===== config.mk =====
export PLATFORM = sky130hd
export DESIGN_NAME = suldm_cell
export DESIGN_NICKNAME = d
export VERILOG_FILES = /design/src/rtl/core/suldm_pkg.sv /design/src/rtl/core/suldm_cell.sv
export SDC_FILE = /design/constraint.sdc
export NUM_CORES = 1
export LEC_CHECK = 0
export BUFFER_PORTS_ARGS = -buffer_cell sky130_fd_sc_hd__buf_2
export CAP_MARGIN = 20
export CORE_MARGIN = 8
export CORE_UTILIZATION = 38
export DETAILED_ROUTE_END_ITERATION = 16
export PLACE_DENSITY = 0.85
export REMOVE_ABC_BUFFERS = 1
export SLEW_MARGIN = 30
export SYNTH_ARGS = -nofsm -noshare
export SYNTH_HDL_FRONTEND = slang
export SYNTH_SLANG_ARGS = --single-unit

===== constraint.sdc =====
create_clock -name clk -period 2 [get_ports clk]
set_input_delay 0.1 -clock clk [delete_from_list [all_inputs] [get_ports clk]]
set_output_delay 0.1 -clock clk [all_outputs]
set_load 0.02 [all_outputs]

===== src/rtl/core/suldm_pkg.sv =====
`timescale 1ns / 1ps
// ----------------------------------------------------------------------------
// suldm_pkg
// Types, codes and defaults shared by the sorted-list priority queue.
// ----------------------------------------------------------------------------
package suldm_pkg;

    localparam int CAPACITY_DEF  = 64;
    localparam int VALUE_W       = 32;
    localparam int ENTRY_COUNT_W = 7;
    localparam int STATUS_W      = 3;

    localparam logic OP_INSERT = 1'b0;
    localparam logic OP_DELETE = 1'b1;

    localparam logic [STATUS_W-1:0] STAT_INSERTED  = 3'd0;
    localparam logic [STATUS_W-1:0] STAT_DUPLICATE = 3'd1;
    localparam logic [STATUS_W-1:0] STAT_FULL      = 3'd2;
    localparam logic [STATUS_W-1:0] STAT_REMOVED   = 3'd3;
    localparam logic [STATUS_W-1:0] STAT_EMPTY     = 3'd4;

    typedef struct packed {
        logic                      op;
        logic signed [VALUE_W-1:0] value;
    } req_item_t;

    typedef struct packed {
        logic [STATUS_W-1:0]       status;
        logic [ENTRY_COUNT_W-1:0]  entry_count;
        logic signed [VALUE_W-1:0] min_value;
        logic                      min_valid;
    } rsp_item_t;

    // broadcast to every cell: compare phase, then the commit
    typedef struct packed {
        logic cmp;
        logic ins;
        logic del;
    } cell_cmd_t;

    typedef enum logic {
        S_IDLE,
        S_BUSY
    } state_t;

endpackage


===== src/rtl/core/suldm_cell.sv =====
`timescale 1ns / 1ps
// ----------------------------------------------------------------------------
// suldm_cell
// One place of the sorted list: holds an entry, compares it against the
// broadcast value and shifts towards or away from its neighbours.
// ----------------------------------------------------------------------------
module suldm_cell
    import suldm_pkg::*;
#(
    parameter int CAPACITY = CAPACITY_DEF,
    parameter int INDEX    = 0
)
(
    input  logic                              clk,
    input  logic                              rst_n,
    input  cell_cmd_t                         cmd,
    input  logic [$clog2(CAPACITY+1)-1:0]     count,
    input  logic signed [VALUE_W-1:0]         cmp_value,
    input  logic signed [VALUE_W-1:0]         ins_value,
    input  logic signed [VALUE_W-1:0]         prev_value,
    input  logic                              prev_ge,
    input  logic signed [VALUE_W-1:0]         next_value,
    output logic signed [VALUE_W-1:0]         value,
    output logic                              ge,
    output logic                              eq,
    output logic signed [VALUE_W-1:0]         value_next
);

    localparam int CNT_W = $clog2(CAPACITY + 1);

    logic signed [VALUE_W-1:0] value_reg;
    logic                      ge_reg;
    logic                      eq_reg;
    logic                      occupied;

    assign occupied = CNT_W'(INDEX) < count;

    // empty places count as "not smaller", so the first such place is the slot
    always_ff @(posedge clk or negedge rst_n)
    begin
        if (!rst_n)
        begin
            ge_reg <= 1'b0;
            eq_reg <= 1'b0;
        end
        else if (cmd.cmp)
        begin
            ge_reg <= !occupied || (value_reg >= cmp_value);
            eq_reg <= occupied && (value_reg == cmp_value);
        end
    end

    always_comb
    begin
        value_next = value_reg;
        if (cmd.ins)
        begin
            if (ge_reg && !prev_ge)
                value_next = ins_value;
            else if (prev_ge)
                value_next = prev_value;
        end
        else if (cmd.del)
        begin
            value_next = next_value;
        end
    end

    always_ff @(posedge clk)
    begin
        value_reg <= value_next;
    end

    assign value = value_reg;
    assign ge    = ge_reg;
    assign eq    = eq_reg;

endmodule


==> impl_metrics.csv, run 1 <==
group,metric,value,unit
routing,wl_met1,3.969,mm
clock_network,cts.clk_slew.worst_paths,70,ps
sta,fmax,508.2,MHz
pwr,power.leakage,2.463,nW
run,max_cap_viol_count,0,
clock_network,numCtsBuffers,5,
synthesis,synth_flop_cell,"dfxtp_1",
routing,antenna_left,0,
sta,period_minus_slack,1968,ps
synthesis,yosys.area_share.simple,0.1462,
synthesis,synth_top_family_by_area,"multiplexers",
global_routing,grt_start_max_net_pins,65,
worst_setup_path,r2r_setup_slack,30,ps
final_layout,largest_reg_flops,32,
clock_network,htree_levels,2,
floorplanning,core_area,7292,µm²
floorplanning,die_h,102.9,µm
synthesis,synthTopCellsByArea,"dfxtp_1 (22%), mux2i_1 (22%), ha_1 (14%)",
synthesis,synth_compound_area_frac,0.1723,
global_routing,grt_pass1_vias,3593,
worst_setup_path,max_stage_delay,520,ps
routing,drc,0,
worst_setup_path,crit_family,"simple AND/OR/NAND/NOR gates",
global_routing,grt_antenna_before_repair,0,
routing,met3_length,1.050,mm
hold_path,worstHoldStart,"cmd[2]",
place,io_buffers,206,
clock_network,clock-root-buffer,"clkbuf_8",
final_layout,fillCellCount,699,
floorplanning,dieArea,10580,µm²
worst_setup_path,worst_setup_path_end_kind,"register",
clock_network,cts_tree,"yes",
worst_setup_path,timing_worst_setup_path_type,"register to register",
synthesis,synth_area,2868,µm²
floorplanning,num_rows,31,
final_layout,n_antenna_cell,0,
routing,firstDrtPassIters,4,
sta,setup_tns,0,ps
worst_setup_path,reg2reg_to,"eq",
final_layout,drive_gt1_frac,0.4332,
synthesis,synth_top_cells_by_count,"nand2_1 (73), o21ai_0 (68), mux2i_1 (64)",
place,place_congestion,0.8074,
place,placed_area,4096,µm²
sta,worst_slew_pin_slew,458.2,ps
routing,routedWlPerCell,15.79,µm
pwr,vdd_ir_drop_max,376.5,µV
worst_setup_path,startpoint_type,"register",
synthesis,synthXorXnorAreaFrac,0,
synthesis,yosysMostFrequentCell,"nand2_1",
sta,hold_viol_final,0,
sta,setup_viol,0,
hold_path,hold_class,"input port to register",
hold_path,hold_depth,2,
routing,drtIter0Drc,89,
routing,met2WireLength,5.618,mm
worst_setup_path,cp_slowest_cell,"or4_1",
sta,skew,3.117,ps
sta,final-max-slew-violation-count,0,
synthesis,synth_cell_types,31,
pwr,p_per_area,667.0,nW/µm²
sta,rsz0062_at_grt,"yes",
sta,timing.hold.ws,68.54,ps
synthesis,yosys_warnings,0,
floorplanning,initial_core_util,0.3933,
clock_network,worst_skew_pair.late_latency,280,ps
worst_setup_path,cp_data_required_time,2210,ps
final_layout,final_net_count,757,
synthesis,synth_top_area_share,0.2234,
worst_setup_path,path_buf_inv,0,
synthesis,synth_edf_count,0,
synthesis,syn_area_per_cell,7.709,µm²
global_routing,track_usage,0.1897,
routing,routed_via_density,5.003,
sta,period_share,0.9839,
worst_setup_path,timing.rr.start,"value[10]",
worst_setup_path,crit_chain,"ha_1, nand4_1, or4_4, or4_1, o21ai_1",
synthesis,synth.area.mux_share,0.2234,
worst_setup_path,crit_fanout,4,
place,dp_hpwl,8.895,mm
synthesis,ys_seq_area_frac,0.2408,
status,status,"finished, final reports clean",
synthesis,synthAdderAreaFrac,0.1396,
worst_setup_path,arrival,2180,ps
floorplanning,io_pins,207,
final_layout,stdcell_area,4324,µm²
final_layout,fin_util,0.5930,
global_routing,grt_pass1_wl,16.01,mm
hold_path,hold_path_end,"eq",
routing,top_layer_used,"met4",
synthesis,ys_async_sr_fraction,0.05882,
final_layout,syn_to_final_growth,50.79,%
synthesis,ys_ff_latch,34,
clock_network,cts_max_path_buffers,2,
global_routing,overflow,0,
worst_setup_path,r2r.worst_path.cells,5,
floorplanning,die_w,102.9,µm
routing,vias,3417,
routing,drt_wl_total,10.79,mm
sta,relSlewSlack,0.6945,
synthesis,syn_inst,372,
pwr,power,2.884,mW
clock_network,cts.sink_count,34,
synthesis,synth_top_area_cell,"dfxtp_1",
[stage by stage]
stage	cells	setup slack [ps]
floorplan	350	-229.9
global placement	673	61.43
detailed placement	673	25.30
CTS	681	11.11
global route	683	-73.79
finish	683	32.22
[cell type report]
class	count	area, µm²	share of cell area
multi-input combinational	280	2066	0.4777
sequential	34	703.2	0.1626
inverter	36	135.1	0.03125
tap	99	123.9	0.02865
timing repair buffer	227	1220	0.2821
clock buffer	7	76.32	0.01765
[logic make-up after synthesis]
kind of cell / count (synthesis)
buf+inv: 58
simple gates: 94
flops: 34
mux: 64
compound gates: 90
fa+ha+maj: 32
[worst reg2reg max path: stages (launching register included)]
cell and delay, ps:
dfxtp_1 330, ha_1 300, nand4_1 130, or4_4 510
or4_1 520, o21ai_1 90
[timing repair]
item | CTS | global route
hold buffers | 1 | 0
buffers inserted | 0 | 3
hold endpoints to repair | 2 | 0
resized for setup | 0 | 23
setup endpoints to repair | 0 | 18
[report_power, final]
group	internal (mW)	switching (mW)
registers	0.784	0.105
logic	0.670	0.838
clock network	0.240	0.246
total	1.69	1.19
[placed cells by master, fill, tap and decap left out, types with 2 or more instances in the layout]
cell type,n
a21oi_1,13
buf_12,2
buf_2,206
buf_4,17
clkbuf_1,2
clkbuf_8,5
dfxtp_1,27
dfxtp_2,4
ha_1,26
ha_4,6
inv_1,35
mux2i_1,64
nand2_1,73
nand3_1,4
nand4_1,4
nor2_1,2
o21ai_0,66
o21ai_1,2
or4_1,2
[worst max path at each step]
stage | startpoint | end | cells past startpoint
5_1_grt | value[23] | ge | 7
3_3_place_gp | value[10] | eq | 5
6_report | value[10] | eq | 5
2_1_floorplan | ge | value[0] | 4
3_5_place_dp | value[9] | eq | 5
4_1_cts | value[9] | eq | 5
[routing by layer]
layer | vias to the layer above | global-route usage
li1 | 1716 | -
met1 | 1537 | 0.1867
met2 | 151 | 0.3676
met3 | 13 | 0.06212
met4 | 0 | 0.05339
met5 | - | 0
No activity file was read; power rests on OpenSTA's default activity.
==> inputs of run 2 (changes only) <==
--- a/config.mk
+++ b/config.mk
@@ -10,7 +10,7 @@
 export CORE_MARGIN = 8
 export CORE_UTILIZATION = 38
 export DETAILED_ROUTE_END_ITERATION = 16
-export PLACE_DENSITY = 0.85
+export PLACE_DENSITY = 0.79
 export REMOVE_ABC_BUFFERS = 1
 export SLEW_MARGIN = 30
 export SYNTH_ARGS = -nofsm -noshare
==> impl_metrics.csv, run 2 (synthesized netlist as in run 1, its figures left out) <==
group,metric,value,unit
global_routing,grt_busiest_layer,"met2",
sta,setup_viol,0,
global_routing,grt_antenna_before_repair,1,
clock_network,cts_tree,"yes",
pwr,p_per_area,661.1,nW/µm²
final_layout,n_antenna_cell,0,
clock_network,numCtsBuffers,5,
place,place_congestion,0.8152,
worst_setup_path,timing_worst_setup_path_type,"register to register",
routing,antenna_left,0,
worst_setup_path,timing.rr.start,"value[11]",
final_layout,final_net_count,761,
place,io_buffers,206,
worst_setup_path,arrival,2130,ps
worst_setup_path,crit_chain,"ha_4, nand4_1, or4_4, or4_1, o21ai_1",
sta,setup_tns,0,ps
sta,skew,4.725,ps
floorplanning,num_rows,31,
routing,routedWlPerCell,15.33,µm
sta,fmax,519.6,MHz
routing,firstDrtPassIters,4,
sta,final-max-slew-violation-count,0,
floorplanning,die_h,102.9,µm
sta,relSlewSlack,0.6769,
final_layout,largest_reg_flops,32,
final_layout,syn_to_final_growth,53.62,%
run,max_cap_viol_count,0,
floorplanning,core_area,7292,µm²
global_routing,grtUsageMet3,0.05672,
worst_setup_path,r2r_setup_slack,80,ps
worst_setup_path,r2r.worst_path.cells,5,
clock_network,cts_max_path_buffers,2,
routing,drc,0,
place,placed_cells,674,
sta,rsz0062_at_grt,"yes",
worst_setup_path,worst_setup_path_end_kind,"register",
worst_setup_path,crit_start,"value[11]",
floorplanning,die_w,102.9,µm
worst_setup_path,crit_fanout,3,
clock_network,htree_levels,2,
routing,routed_via_density,4.907,
sta,period_share,0.9623,
worst_setup_path,cp_slowest_cell,"or4_4",
final_layout,mostFrequentLayoutCells,"buf_2 (205), nand2_1 (73), o21ai_0 (65), mux2i_1 (64), inv_1 (35)",
sta,worst_slew_pin_slew,484.6,ps
global_routing,overflow,0,
floorplanning,dieArea,10580,µm²
place,dp_hpwl,8.733,mm
floorplanning,io_pins,207,
final_layout,drive_gt1_frac,0.4448,
pwr,vdd_ir_drop_max,327.2,µV
hold_path,hold_class,"input port to register",
status,status,"finished, final reports clean",
routing,drtIter0Drc,62,
floorplanning,initial_core_util,0.3933,
pwr,power.leakage,2.484,nW
final_layout,layout_commonest_cell,"buf_2",
worst_setup_path,startpoint_type,"register",
worst_setup_path,cp_data_required_time,2210,ps
place,placed_area,4116,µm²
global_routing,grt_start_max_net_pins,37,
clock_network,cts.sink_count,34,
final_layout,stdcell_count,688,
global_routing,grt_pass1_vias,3551,
clock_network,cts.clk_slew.worst_paths,70,ps
final_layout,stdcell_area,4405,µm²
sta,hold_viol_final,0,
global_routing,use_met2,0.3636,
worst_setup_path,crit_path_end,"eq",
clock_network,worst_skew_pair.late_latency,280,ps
clock_network,clock-root-buffer,"clkbuf_8",
routing,drt_wl_total,10.55,mm
routing,vias,3376,
global_routing,grt_pass1_wl,16.01,mm
worst_setup_path,path_buf_inv,0,
sta,period_minus_slack,1925,ps
global_routing,grt_use_met1,0.1886,
global_routing,track_usage,0.1881,
worst_setup_path,reg2reg_to,"eq",
worst_setup_path,crit_cells,5,
worst_setup_path,max_stage_delay,560,ps
worst_setup_path,crit_family,"simple AND/OR/NAND/NOR gates",
==> run 2: cell types whose count changed in the layout (fill, tap and decap cells not counted), sizes merged <==
cell    previous run  this run
clkbuf             7         8
buf              226       230
==> run 2: final cells by class <==
cell class	count	area (µm²)
fill	682	2887
inverter	36	135.1
sequential	34	705.7
timing repair buffer	231	1261
tap	99	123.9
multi-input combinational	280	2100
clock buffer	8	80.08
==> run 2: metrics by stage <==
step             util  hold slack [ps]  worst slack [ps]  power [mW]
5_1_grt        0.6042            61.19            -41.89       3.135
6_report       0.6042            63.59             75.37       2.913
2_1_floorplan       -           -195.6            -229.9       1.710
4_1_cts        0.5776            71.88             13.15       2.832
3_3_place_gp   0.5645           -112.6             38.79       2.280
3_5_place_dp   0.5645           -112.7            -48.29       2.324
==> run 2: worst min path at each step <==
stage,start,end,slack [ps],depth (start not counted)
after floorplan,rst_n,eq,-200,0
after global placement,rst_n,eq,-110,1
after detailed placement,rst_n,eq,-110,1
after CTS,cmd[2],eq,70,2
after global routing,cmd[2],eq,60,2
final,cmd[2],eq,60,2
==> run 2: layer usage <==
metal / part of all wire / routed length, µm
met3: 0.091 / 958
met1: 0.37 / 3951
met2: 0.52 / 5471
met4: 0.015 / 157
met5: 0.0011 / 12
==> run 2: repair_timing <==
action / in CTS / in global routing
buffers inserted: 0 / 5
pin swaps: 0 / 15
cloned: 0 / 0
resized for setup: 1 / 28
hold buffers: 1 / 0
endpoints found under the hold margin: 2 / 0
setup endpoints to repair: 1 / 9
==> run 2: report_power, final <==
| part | total [mW] | switching [mW] | internal [mW] |
|---|---|---|---|
| clock | 0.490 | 0.242 | 0.247 |
| sequential | 0.902 | 0.116 | 0.786 |
| combinational | 1.52 | 0.823 | 0.699 |
