### src/rtl/core/suldm_pkg.sv
`timescale 1ns / 1ps
// ----------------------------------------------------------------------------
// suldm_pkg
// Types, codes and defaults shared by the sorted-list priority queue.
// ----------------------------------------------------------------------------
package suldm_pkg;

    localparam int CAPACITY_DEF  = 64;
    localparam int VALUE_W       = 32;
    localparam int ENTRY_COUNT_W = 7;
    localparam int STATUS_W      = 3;

    localparam logic OP_INSERT = 1'b0;
    localparam logic OP_DELETE = 1'b1;

    localparam logic [STATUS_W-1:0] STAT_INSERTED  = 3'd0;
    localparam logic [STATUS_W-1:0] STAT_DUPLICATE = 3'd1;
    localparam logic [STATUS_W-1:0] STAT_FULL      = 3'd2;
    localparam logic [STATUS_W-1:0] STAT_REMOVED   = 3'd3;
    localparam logic [STATUS_W-1:0] STAT_EMPTY     = 3'd4;

    typedef struct packed {
        logic                      op;
        logic signed [VALUE_W-1:0] value;
    } req_item_t;

    typedef struct packed {
        logic [STATUS_W-1:0]       status;
        logic [ENTRY_COUNT_W-1:0]  entry_count;
        logic signed [VALUE_W-1:0] min_value;
        logic                      min_valid;
    } rsp_item_t;

    // broadcast to every cell: compare phase, then the commit
    typedef struct packed {
        logic cmp;
        logic ins;
        logic del;
    } cell_cmd_t;

    typedef enum logic {
        S_IDLE,
        S_BUSY
    } state_t;

endpackage

### src/rtl/core/suldm_ctrl.sv
`timescale 1ns / 1ps
// ----------------------------------------------------------------------------
// suldm_ctrl
// Sequencer, entry count, status decode and result register.
// ----------------------------------------------------------------------------
module suldm_ctrl
    import suldm_pkg::*;
#(
    parameter int CAPACITY = CAPACITY_DEF
)
(
    input  logic                              clk,
    input  logic                              rst_n,
    input  logic                              req_valid,
    output logic                              req_stall,
    input  req_item_t                         req,
    output logic                              rsp_valid,
    input  logic                              rsp_stall,
    output rsp_item_t                         rsp,
    output cell_cmd_t                         cmd,
    output logic [$clog2(CAPACITY+1)-1:0]     count,
    output logic signed [VALUE_W-1:0]         ins_value,
    input  logic                              dup,
    input  logic signed [VALUE_W-1:0]         head_next
);

    localparam int CNT_W = $clog2(CAPACITY + 1);
    localparam int EXT_W = (CNT_W > ENTRY_COUNT_W) ? CNT_W : ENTRY_COUNT_W;

    state_t             state_reg;
    state_t             state_next;
    req_item_t          item_reg;
    logic [CNT_W-1:0]   count_reg;
    logic [CNT_W-1:0]   count_next;
    rsp_item_t          rsp_reg;
    rsp_item_t          rsp_next;
    logic               rsp_valid_reg;
    logic               rsp_valid_next;
    logic               accept;
    logic               go;
    logic               full;
    logic [STATUS_W-1:0] status;
    logic [EXT_W-1:0]   count_ext;

    assign accept = req_valid && !req_stall;
    assign full   = count_reg == CNT_W'(CAPACITY);

    always_comb
    begin
        state_next = state_reg;
        case (state_reg)
            S_IDLE:
            begin
                if (accept)
                    state_next = S_BUSY;
            end
            S_BUSY:
            begin
                if (go)
                    state_next = S_IDLE;
            end
            default:
            begin
                state_next = S_IDLE;
            end
        endcase
    end

    // commit only once the result register is free or draining
    always_comb
    begin
        req_stall = 1'b0;
        go        = 1'b0;
        case (state_reg)
            S_IDLE:
            begin
                req_stall = 1'b0;
            end
            S_BUSY:
            begin
                req_stall = 1'b1;
                go        = !rsp_valid_reg || !rsp_stall;
            end
            default:
            begin
                req_stall = 1'b1;
            end
        endcase
    end

    always_comb
    begin
        cmd.cmp    = accept;
        cmd.ins    = 1'b0;
        cmd.del    = 1'b0;
        status     = STAT_INSERTED;
        count_next = count_reg;
        if (go)
        begin
            if (item_reg.op == OP_INSERT)
            begin
                if (dup)
                begin
                    status = STAT_DUPLICATE;
                end
                else if (full)
                begin
                    status = STAT_FULL;
                end
                else
                begin
                    cmd.ins    = 1'b1;
                    count_next = count_reg + 1'b1;
                    status     = STAT_INSERTED;
                end
            end
            else
            begin
                if (count_reg == '0)
                begin
                    status = STAT_EMPTY;
                end
                else
                begin
                    cmd.del    = 1'b1;
                    count_next = count_reg - 1'b1;
                    status     = STAT_REMOVED;
                end
            end
        end
    end

    assign count_ext = EXT_W'(count_next);

    always_comb
    begin
        rsp_next.status      = status;
        rsp_next.entry_count = count_ext[ENTRY_COUNT_W-1:0];
        rsp_next.min_valid   = count_next != '0;
        rsp_next.min_value   = (count_next != '0) ? head_next : '0;

        rsp_valid_next = rsp_valid_reg;
        if (go)
            rsp_valid_next = 1'b1;
        else if (rsp_valid_reg && !rsp_stall)
            rsp_valid_next = 1'b0;
    end

    always_ff @(posedge clk or negedge rst_n)
    begin
        if (!rst_n)
        begin
            state_reg     <= S_IDLE;
            count_reg     <= '0;
            rsp_valid_reg <= 1'b0;
        end
        else
        begin
            state_reg     <= state_next;
            count_reg     <= count_next;
            rsp_valid_reg <= rsp_valid_next;
        end
    end

    always_ff @(posedge clk)
    begin
        if (accept)
            item_reg <= req;
        if (go)
            rsp_reg <= rsp_next;
    end

    assign rsp_valid = rsp_valid_reg;
    assign rsp       = rsp_reg;
    assign count     = count_reg;
    assign ins_value = item_reg.value;

    a_count_max: assert property (@(posedge clk) disable iff (!rst_n)
        count_reg <= CNT_W'(CAPACITY))
        else $error("entry count beyond capacity");

    a_accept_busy: assert property (@(posedge clk) disable iff (!rst_n)
        accept |=> state_reg == S_BUSY)
        else $error("transfer taken but no compare phase followed");

    a_ins_inc: assert property (@(posedge clk) disable iff (!rst_n)
        cmd.ins |=> count_reg == CNT_W'($past(count_reg) + 1'b1))
        else $error("insert did not bump the count");

    a_dup_hold: assert property (@(posedge clk) disable iff (!rst_n)
        (go && item_reg.op == OP_INSERT && dup) |=> $stable(count_reg)
            && rsp_valid && rsp.status == STAT_DUPLICATE)
        else $error("duplicate insert altered the list");

endmodule

### config.mk
export PLATFORM = sky130hd
export DESIGN_NAME = suldm_ctrl
export DESIGN_NICKNAME = d
export VERILOG_FILES = /design/src/rtl/core/suldm_pkg.sv /design/src/rtl/core/suldm_ctrl.sv
export SDC_FILE = /design/constraint.sdc
export NUM_CORES = 1
export LEC_CHECK = 0
export BUFFER_PORTS_ARGS = -buffer_cell sky130_fd_sc_hd__buf_4
export CAP_MARGIN = 20
export CORE_MARGIN = 5
export CORE_UTILIZATION = 53
export CTS_CLUSTER_DIAMETER = 120
export DETAILED_ROUTE_END_ITERATION = 10
export GPL_TIMING_DRIVEN = 1
export PLACE_DENSITY_LB_ADDON = 0.05
export SLEW_MARGIN = 5
export SYNTH_ARGS = -nofsm -noshare
export SYNTH_HDL_FRONTEND = slang
export SYNTH_SLANG_ARGS = --single-unit
### constraint.sdc
create_clock -name clk -period 6.4 [get_ports clk]
set_input_delay 0.96 -clock clk [delete_from_list [all_inputs] [get_ports clk]]
set_output_delay 0.96 -clock clk [all_outputs]
set_load 0.02 [all_outputs]
==> results.yml, run 1 <==
outcome:
  outcome: "finished, final reports clean"
critical_path:
  worstReg2RegStart: "state_reg"
  critPathRequiredTime_ps: 5440
  worst-setup-path-type: "primary input to output pin"
  cp_slowest_cell: "clkinv_2"
  worstSetupEndpointType: "output pin"
  critPathMostFrequentCell: "buf_4"
  critPathLaunchType: "primary input"
  r2r-end: "rsp[32]"
  reg2reg_depth: 5
  slowest_delay_ps: 650
  cp_max_fo: 48
  crit_start: "rsp_stall"
  cp.arrival_ps: 2660
  crit_chain: "buf_4, a21bo_2, clkinv_2, nand3_1, inv_1, buf_4"
  reg2reg_slack_ps: 3050
placement:
  gp_congestion: 0.8779
  io_buffers: 156
  dpl.hpwl_um: 5798
grt:
  grt_start_max_net_pins: 49
  grt_pass1_wl_um: 12800
  grt.total_usage: 0.1707
  grt_pass1_vias: 2514
  antenna_found_initial: 0
  grt_overflow: 0
synth:
  async_flop_share: 0.1059
  syn_nets: 351
  syn_area_per_cell_um2: 14.61
  yosys.area.top_type_share: 0.5600
  yosysUniqueCellTypes: 55
  seq_area_frac_synth: 0.6153
  dominantRegCellSynth: "edfxtp_1"
  yosysWarnings: 0
  synth_edf_count: 76
  syn_area_mm2: 0.004075
  synthCells: 279
  ys_seq_elements: 85
  yosysTopAreaCell: "edfxtp_1"
  synth_area_leaders: "edfxtp_1, a41oi_2, buf_4"
drt:
  wl_per_cell_um: 16.47
  antenna_left: 0
  wirelength_um: 8270
  vias: 2587
  viasPerCell: 5.153
  drc: 0
  drt_iter0_drc: 132
  dr.pass1.iters: 5
timing:
  tightest_slew_ps: 1007
  max_freq_mhz: 275.9
  finalSetupViolations: 0
  timing.final.crit_share: 0.5663
  slew_violations: 0
  fin_setup_tns_ps: 0
  min_period_ps: 3624
  report.final.hold_viol_count: 0
  rsz0062_at_grt: "no"
  relSlewSlack: 0.3286
  holdWs_ps: 421.7
  fin_worst_skew_ps: 8.396
clocking:
  clk_latency_ps: 350
  cts_tree: "done"
  clock_sink_count: 85
  cts.htree.levels: 3
  ctsHoldBuffers: 0
  clk_pin_slew_ps: 80
  cts_buffer_depth: 2
  clock_tree.root_cell: "clkbuf_8"
  post_cts_buffers: 0
  cts_buffers: 9
  cts-resized-gates: 0
power:
  pwr-share-seq: 0.413
  fin_total_pwr_mw: 1.890
  p_sw_uw: 758.6
  power.internal_mw: 1.131
  vdd_drop_max_uv: 303.1
  clockPowerShare: 0.205
  p_per_area_mw_per_mm2: 363.3
  p_leak_nw: 2.147
  swShare: 0.4014
  combinationalPowerShare: 0.382
layout:
  syn_to_final_growth_pct: 27.66
  largest_reg_flops: 43
  nets: 467
  mostFrequentLayoutCell: "buf_4"
  drive_gt1_frac: 0.5500
  final_cell_mix: "buf_4, edfxtp_1, inv_1"
  antenna_cells: 0
die:
  num_rows: 32
  die_w_um: 97.69
  core_area_mm2: 0.007607
  num_io_pins: 157
  dieArea_mm2: 0.009542
  start_util: 0.5357
  die_h_um: 97.69
flow_run:
  drv_cap: 0
min_path:
  hold_class: "primary input to asynchronous set/reset pin"
==> per-stage QoR <==
step           utilization  setup WS (ps)  instance area, µm²  cells
2_1_floorplan            -           2571                4075    279
3_3_place_gp        0.6567           2539                4996    486
3_5_place_dp        0.6567           2482                4996    486
4_1_cts             0.6839           2763                5202    502
5_1_grt             0.6839           2661                5202    502
6_report            0.6839           2776                5202    502
==> how the worst max path moves through the flow <==
stage	endpoint	slack (ps)	depth (start not counted)
2_1_floorplan	cmd[2]	2570	2
3_3_place_gp	rsp[2]	2540	6
3_5_place_dp	rsp[2]	2480	6
4_1_cts	cmd[0]	2760	6
5_1_grt	cmd[0]	2660	6
6_report	cmd[0]	2780	6
==> cells in the mapped netlist, types with 2 or more instances <==
cell type  count
o21ai_0        5
buf_4         35
a21o_1         2
dfrtp_1        9
a211oi_1       2
xnor2_1        2
buf_2          8
inv_1         38
o21a_1         2
nand3_1        5
edfxtp_1      76
nand2_1        3
clkbuf_1       3
nor2b_1        2
ha_1           2
a41oi_2       29
a41oi_1        3
and3_1         2
xor2_1         2
and4b_1        2
a21oi_1        2
nor2_1         7
buf_6          6
==> critical path: cells and delay by family <==
kind	cells	cell delay (ps)
AND/OR/NAND/NOR	1	420
AO/OA/AOI/OAI	1	270
buffers and inverters	4	970
==> logic make-up (layout without fill, tap and decap cells) <==
| family | after synthesis | in the layout | synth area share |
|---|---|---|---|
| xor+xnor | 4 | 4 | 0.008598 |
| flops | 85 | 85 | 0.6153 |
| fa+ha+maj | 2 | 2 | 0.006140 |
| simple gates | 34 | 34 | 0.05742 |
| buf+inv | 93 | 214 | 0.1345 |
| compound gates | 60 | 60 | 0.1756 |
| mux | 1 | 1 | 0.002456 |
==> per-layer routing <==
| metal | vias up | GRT usage | wire [µm] | part of all wire |
|---|---|---|---|---|
| met5 | - | 0 | 0 | 0 |
| met4 | 0 | 0.07774 | 148 | 0.018 |
| met3 | 12 | 0.04164 | 537 | 0.065 |
| met2 | 90 | 0.2868 | 4235 | 0.51 |
| met1 | 1249 | 0.2075 | 3349 | 0.40 |
| li1 | 1236 | - | - | - |
==> power by group through the flow <==
stage | registers [mW] | clock network, mW | logic (mW)
CTS | 0.781 | 0.398 | 0.726
global route | 0.794 | 0.420 | 0.772
finish | 0.781 | 0.387 | 0.722
detailed placement | 0.792 | 0 | 0.726
floorplan | 0.843 | 0 | 0.524
global placement | 0.792 | 0 | 0.716
==> final cells by class <==
class	instances	area [µm²]
fill	588	2405
timing repair buffer	158	1186
inverter	40	151.4
sequential	85	2507
clock inverter	7	82.58
multi-input combinational	101	1023
tap	102	127.6
clock buffer	9	123.9
Note: power is estimated with default switching activity, not from simulation.
==> run 2: changes to the inputs <==
--- a/config.mk
+++ b/config.mk
@@ -8,7 +8,7 @@
 export BUFFER_PORTS_ARGS = -buffer_cell sky130_fd_sc_hd__buf_4
 export CAP_MARGIN = 20
 export CORE_MARGIN = 5
-export CORE_UTILIZATION = 53
+export CORE_UTILIZATION = 44
 export CTS_CLUSTER_DIAMETER = 120
 export DETAILED_ROUTE_END_ITERATION = 10
 export GPL_TIMING_DRIVEN = 1
==> constraint.sdc (replaced) <==
create_clock -name clk -period 3.2 [get_ports clk]
set_input_delay 0.48 -clock clk [delete_from_list [all_inputs] [get_ports clk]]
set_output_delay 0.48 -clock clk [all_outputs]
set_load 0.02 [all_outputs]
==> results.yml, run 2 (synthesis results as in run 1) <==
grt:
  grt_overflow: 0
  grt_use_met2: 0.2430
  grt_pass1_wl_um: 14030
  grt_pass1_vias: 2584
  gr-usage-met3: 0.03400
  grt.total_usage: 0.1581
  grt_start_max_net_pins: 35
  antenna_found_initial: 0
  busiest_layer: "met2"
  use_met1: 0.2194
timing:
  slew_violations: 0
  fin_worst_skew_ps: 5.997
  holdWs_ps: 294.0
  fin_setup_tns_ps: 0
  max_freq_mhz: 357.1
  rsz0062_at_grt: "no"
  finalSetupViolations: 0
  relSlewSlack: 0.6160
  min_period_ps: 2800
  report.final.hold_viol_count: 0
  timing.final.crit_share: 0.8751
  tightest_slew_ps: 573.5
power:
  p_leak_nw: 2.199
  fin_total_pwr_mw: 3.983
  vdd_drop_max_uv: 714.7
  p_per_area_mw_per_mm2: 748.9
layout:
  largest_reg_flops: 43
  drive_gt1_frac: 0.5517
  antenna_cells: 0
  mostFrequentLayoutCell: "buf_4"
  nFillCells: 769
  final_cell_mix: "buf_4, edfxtp_1, inv_1"
  nets: 473
  post-route-util: 0.5811
  syn_to_final_growth_pct: 30.52
clocking:
  clk_latency_ps: 350
  clock_sink_count: 85
  cts_buffers: 9
  cts_buffer_depth: 2
  cts.htree.levels: 3
  cts-resized-gates: 0
  clock_tree.root_cell: "clkbuf_8"
  clk_pin_slew_ps: 90
  cts_tree: "done"
outcome:
  outcome: "finished, final reports clean"
drt:
  vias: 2627
  antenna_left: 0
  viasPerCell: 5.081
  wirelength_um: 8833
  drc: 0
  dr.pass1.iters: 4
  wl_per_cell_um: 17.09
  drt_iter0_drc: 98
die:
  num_io_pins: 157
  num_rows: 35
  die_h_um: 106.2
  dieArea_mm2: 0.01129
  die_w_um: 106.2
  core_area_mm2: 0.009153
  start_util: 0.4452
critical_path:
  worstReg2RegStart: "count[0]"
  critPathLaunchType: "flip-flop"
  reg2reg_slack_ps: 400
  cp_max_fo: 33
  critPathRequiredTime_ps: 3290
  r2r-end: "rsp[16]"
  cp.arrival_ps: 2890
  worst-setup-path-type: "flip-flop to flip-flop"
  worstSetupEndpointType: "flip-flop"
  reg2reg_depth: 8
min_path:
  min_from: "req[11]"
  whs_path_depth: 1
  hold_end: "ins_value[11]"
  hold_class: "primary input to flip-flop"
placement:
  io_buffers: 156
  dpl.hpwl_um: 6140
  gp_congestion: 0.7746
flow_run:
  drv_cap: 0
run 2: changes by cell type in the layout (fill, tap and decap cells not counted), sizes merged:
cell | previous run | this run
buf | 158 | 163
bufinv | 1 | 2
dlygate4sd3 | 0 | 1
inv | 42 | 41
run 2: timing repair:
item | CTS | global route
hold buffers | 1 | 0
buffers inserted | 0 | 0
endpoints found under the hold margin | 9 | 0
run 2: layer usage:
| metal | part of all wire | up-vias |
|---|---|---|
| met2 | 0.49 | 90 |
| li1 | - | 1251 |
| met4 | 0.017 | 0 |
| met3 | 0.062 | 14 |
| met5 | 0 | - |
| met1 | 0.43 | 1272 |
run 2: per-stage QoR:
stage	setup WS, ps	instance area [µm²]	std cells
2_1_floorplan	312.4	4075	279
3_5_place_dp	432.7	5087	500
3_3_place_gp	492.1	5087	500
4_1_cts	409.3	5319	517
6_report	399.8	5319	517
5_1_grt	140.4	5319	517
run 2: cell type report:
class                           count  area, µm²  area share
Clock inverter                      7      97.59     0.01835
Timing Repair Buffer              164       1271      0.2390
Tap cell                          111      138.9     0.02611
Clock buffer                        9      123.9     0.02329
Inverter                           40      151.4     0.02846
Multi-Input combinational cell    101       1028      0.1934
Sequential cell                    85       2507      0.4714
run 2: how the worst max path moves through the flow:
| stage | from | endpoint | slack (ps) | depth (start not counted) |
|---|---|---|---|---|
| after floorplan | state_reg | cmd[2] | 310 | 2 |
| after global placement | count[0] | rsp[32] | 490 | 8 |
| after detailed placement | count[0] | rsp[13] | 430 | 8 |
| after CTS | count[0] | rsp[2] | 410 | 8 |
| after global routing | count[0] | rsp[32] | 140 | 8 |
| final | count[0] | rsp[16] | 400 | 8 |
run 2: where the power goes:
part / total, mW / switching, mW / internal (mW)
registers: 1.56 / 0.143 / 1.42
clock network: 0.848 / 0.404 / 0.444
logic: 1.58 / 1.00 / 0.575
total: 3.98 / 1.55 / 2.43
run 2: worst max-delay path: stages (launching register included):
cell and delay, ps:
dfrtp_1 470, inv_1 100, ha_1 190, nor3b_2 510
a2111oi_0 220, a221o_1 340, and4b_2 310, buf_12 230
a41oi_2 140
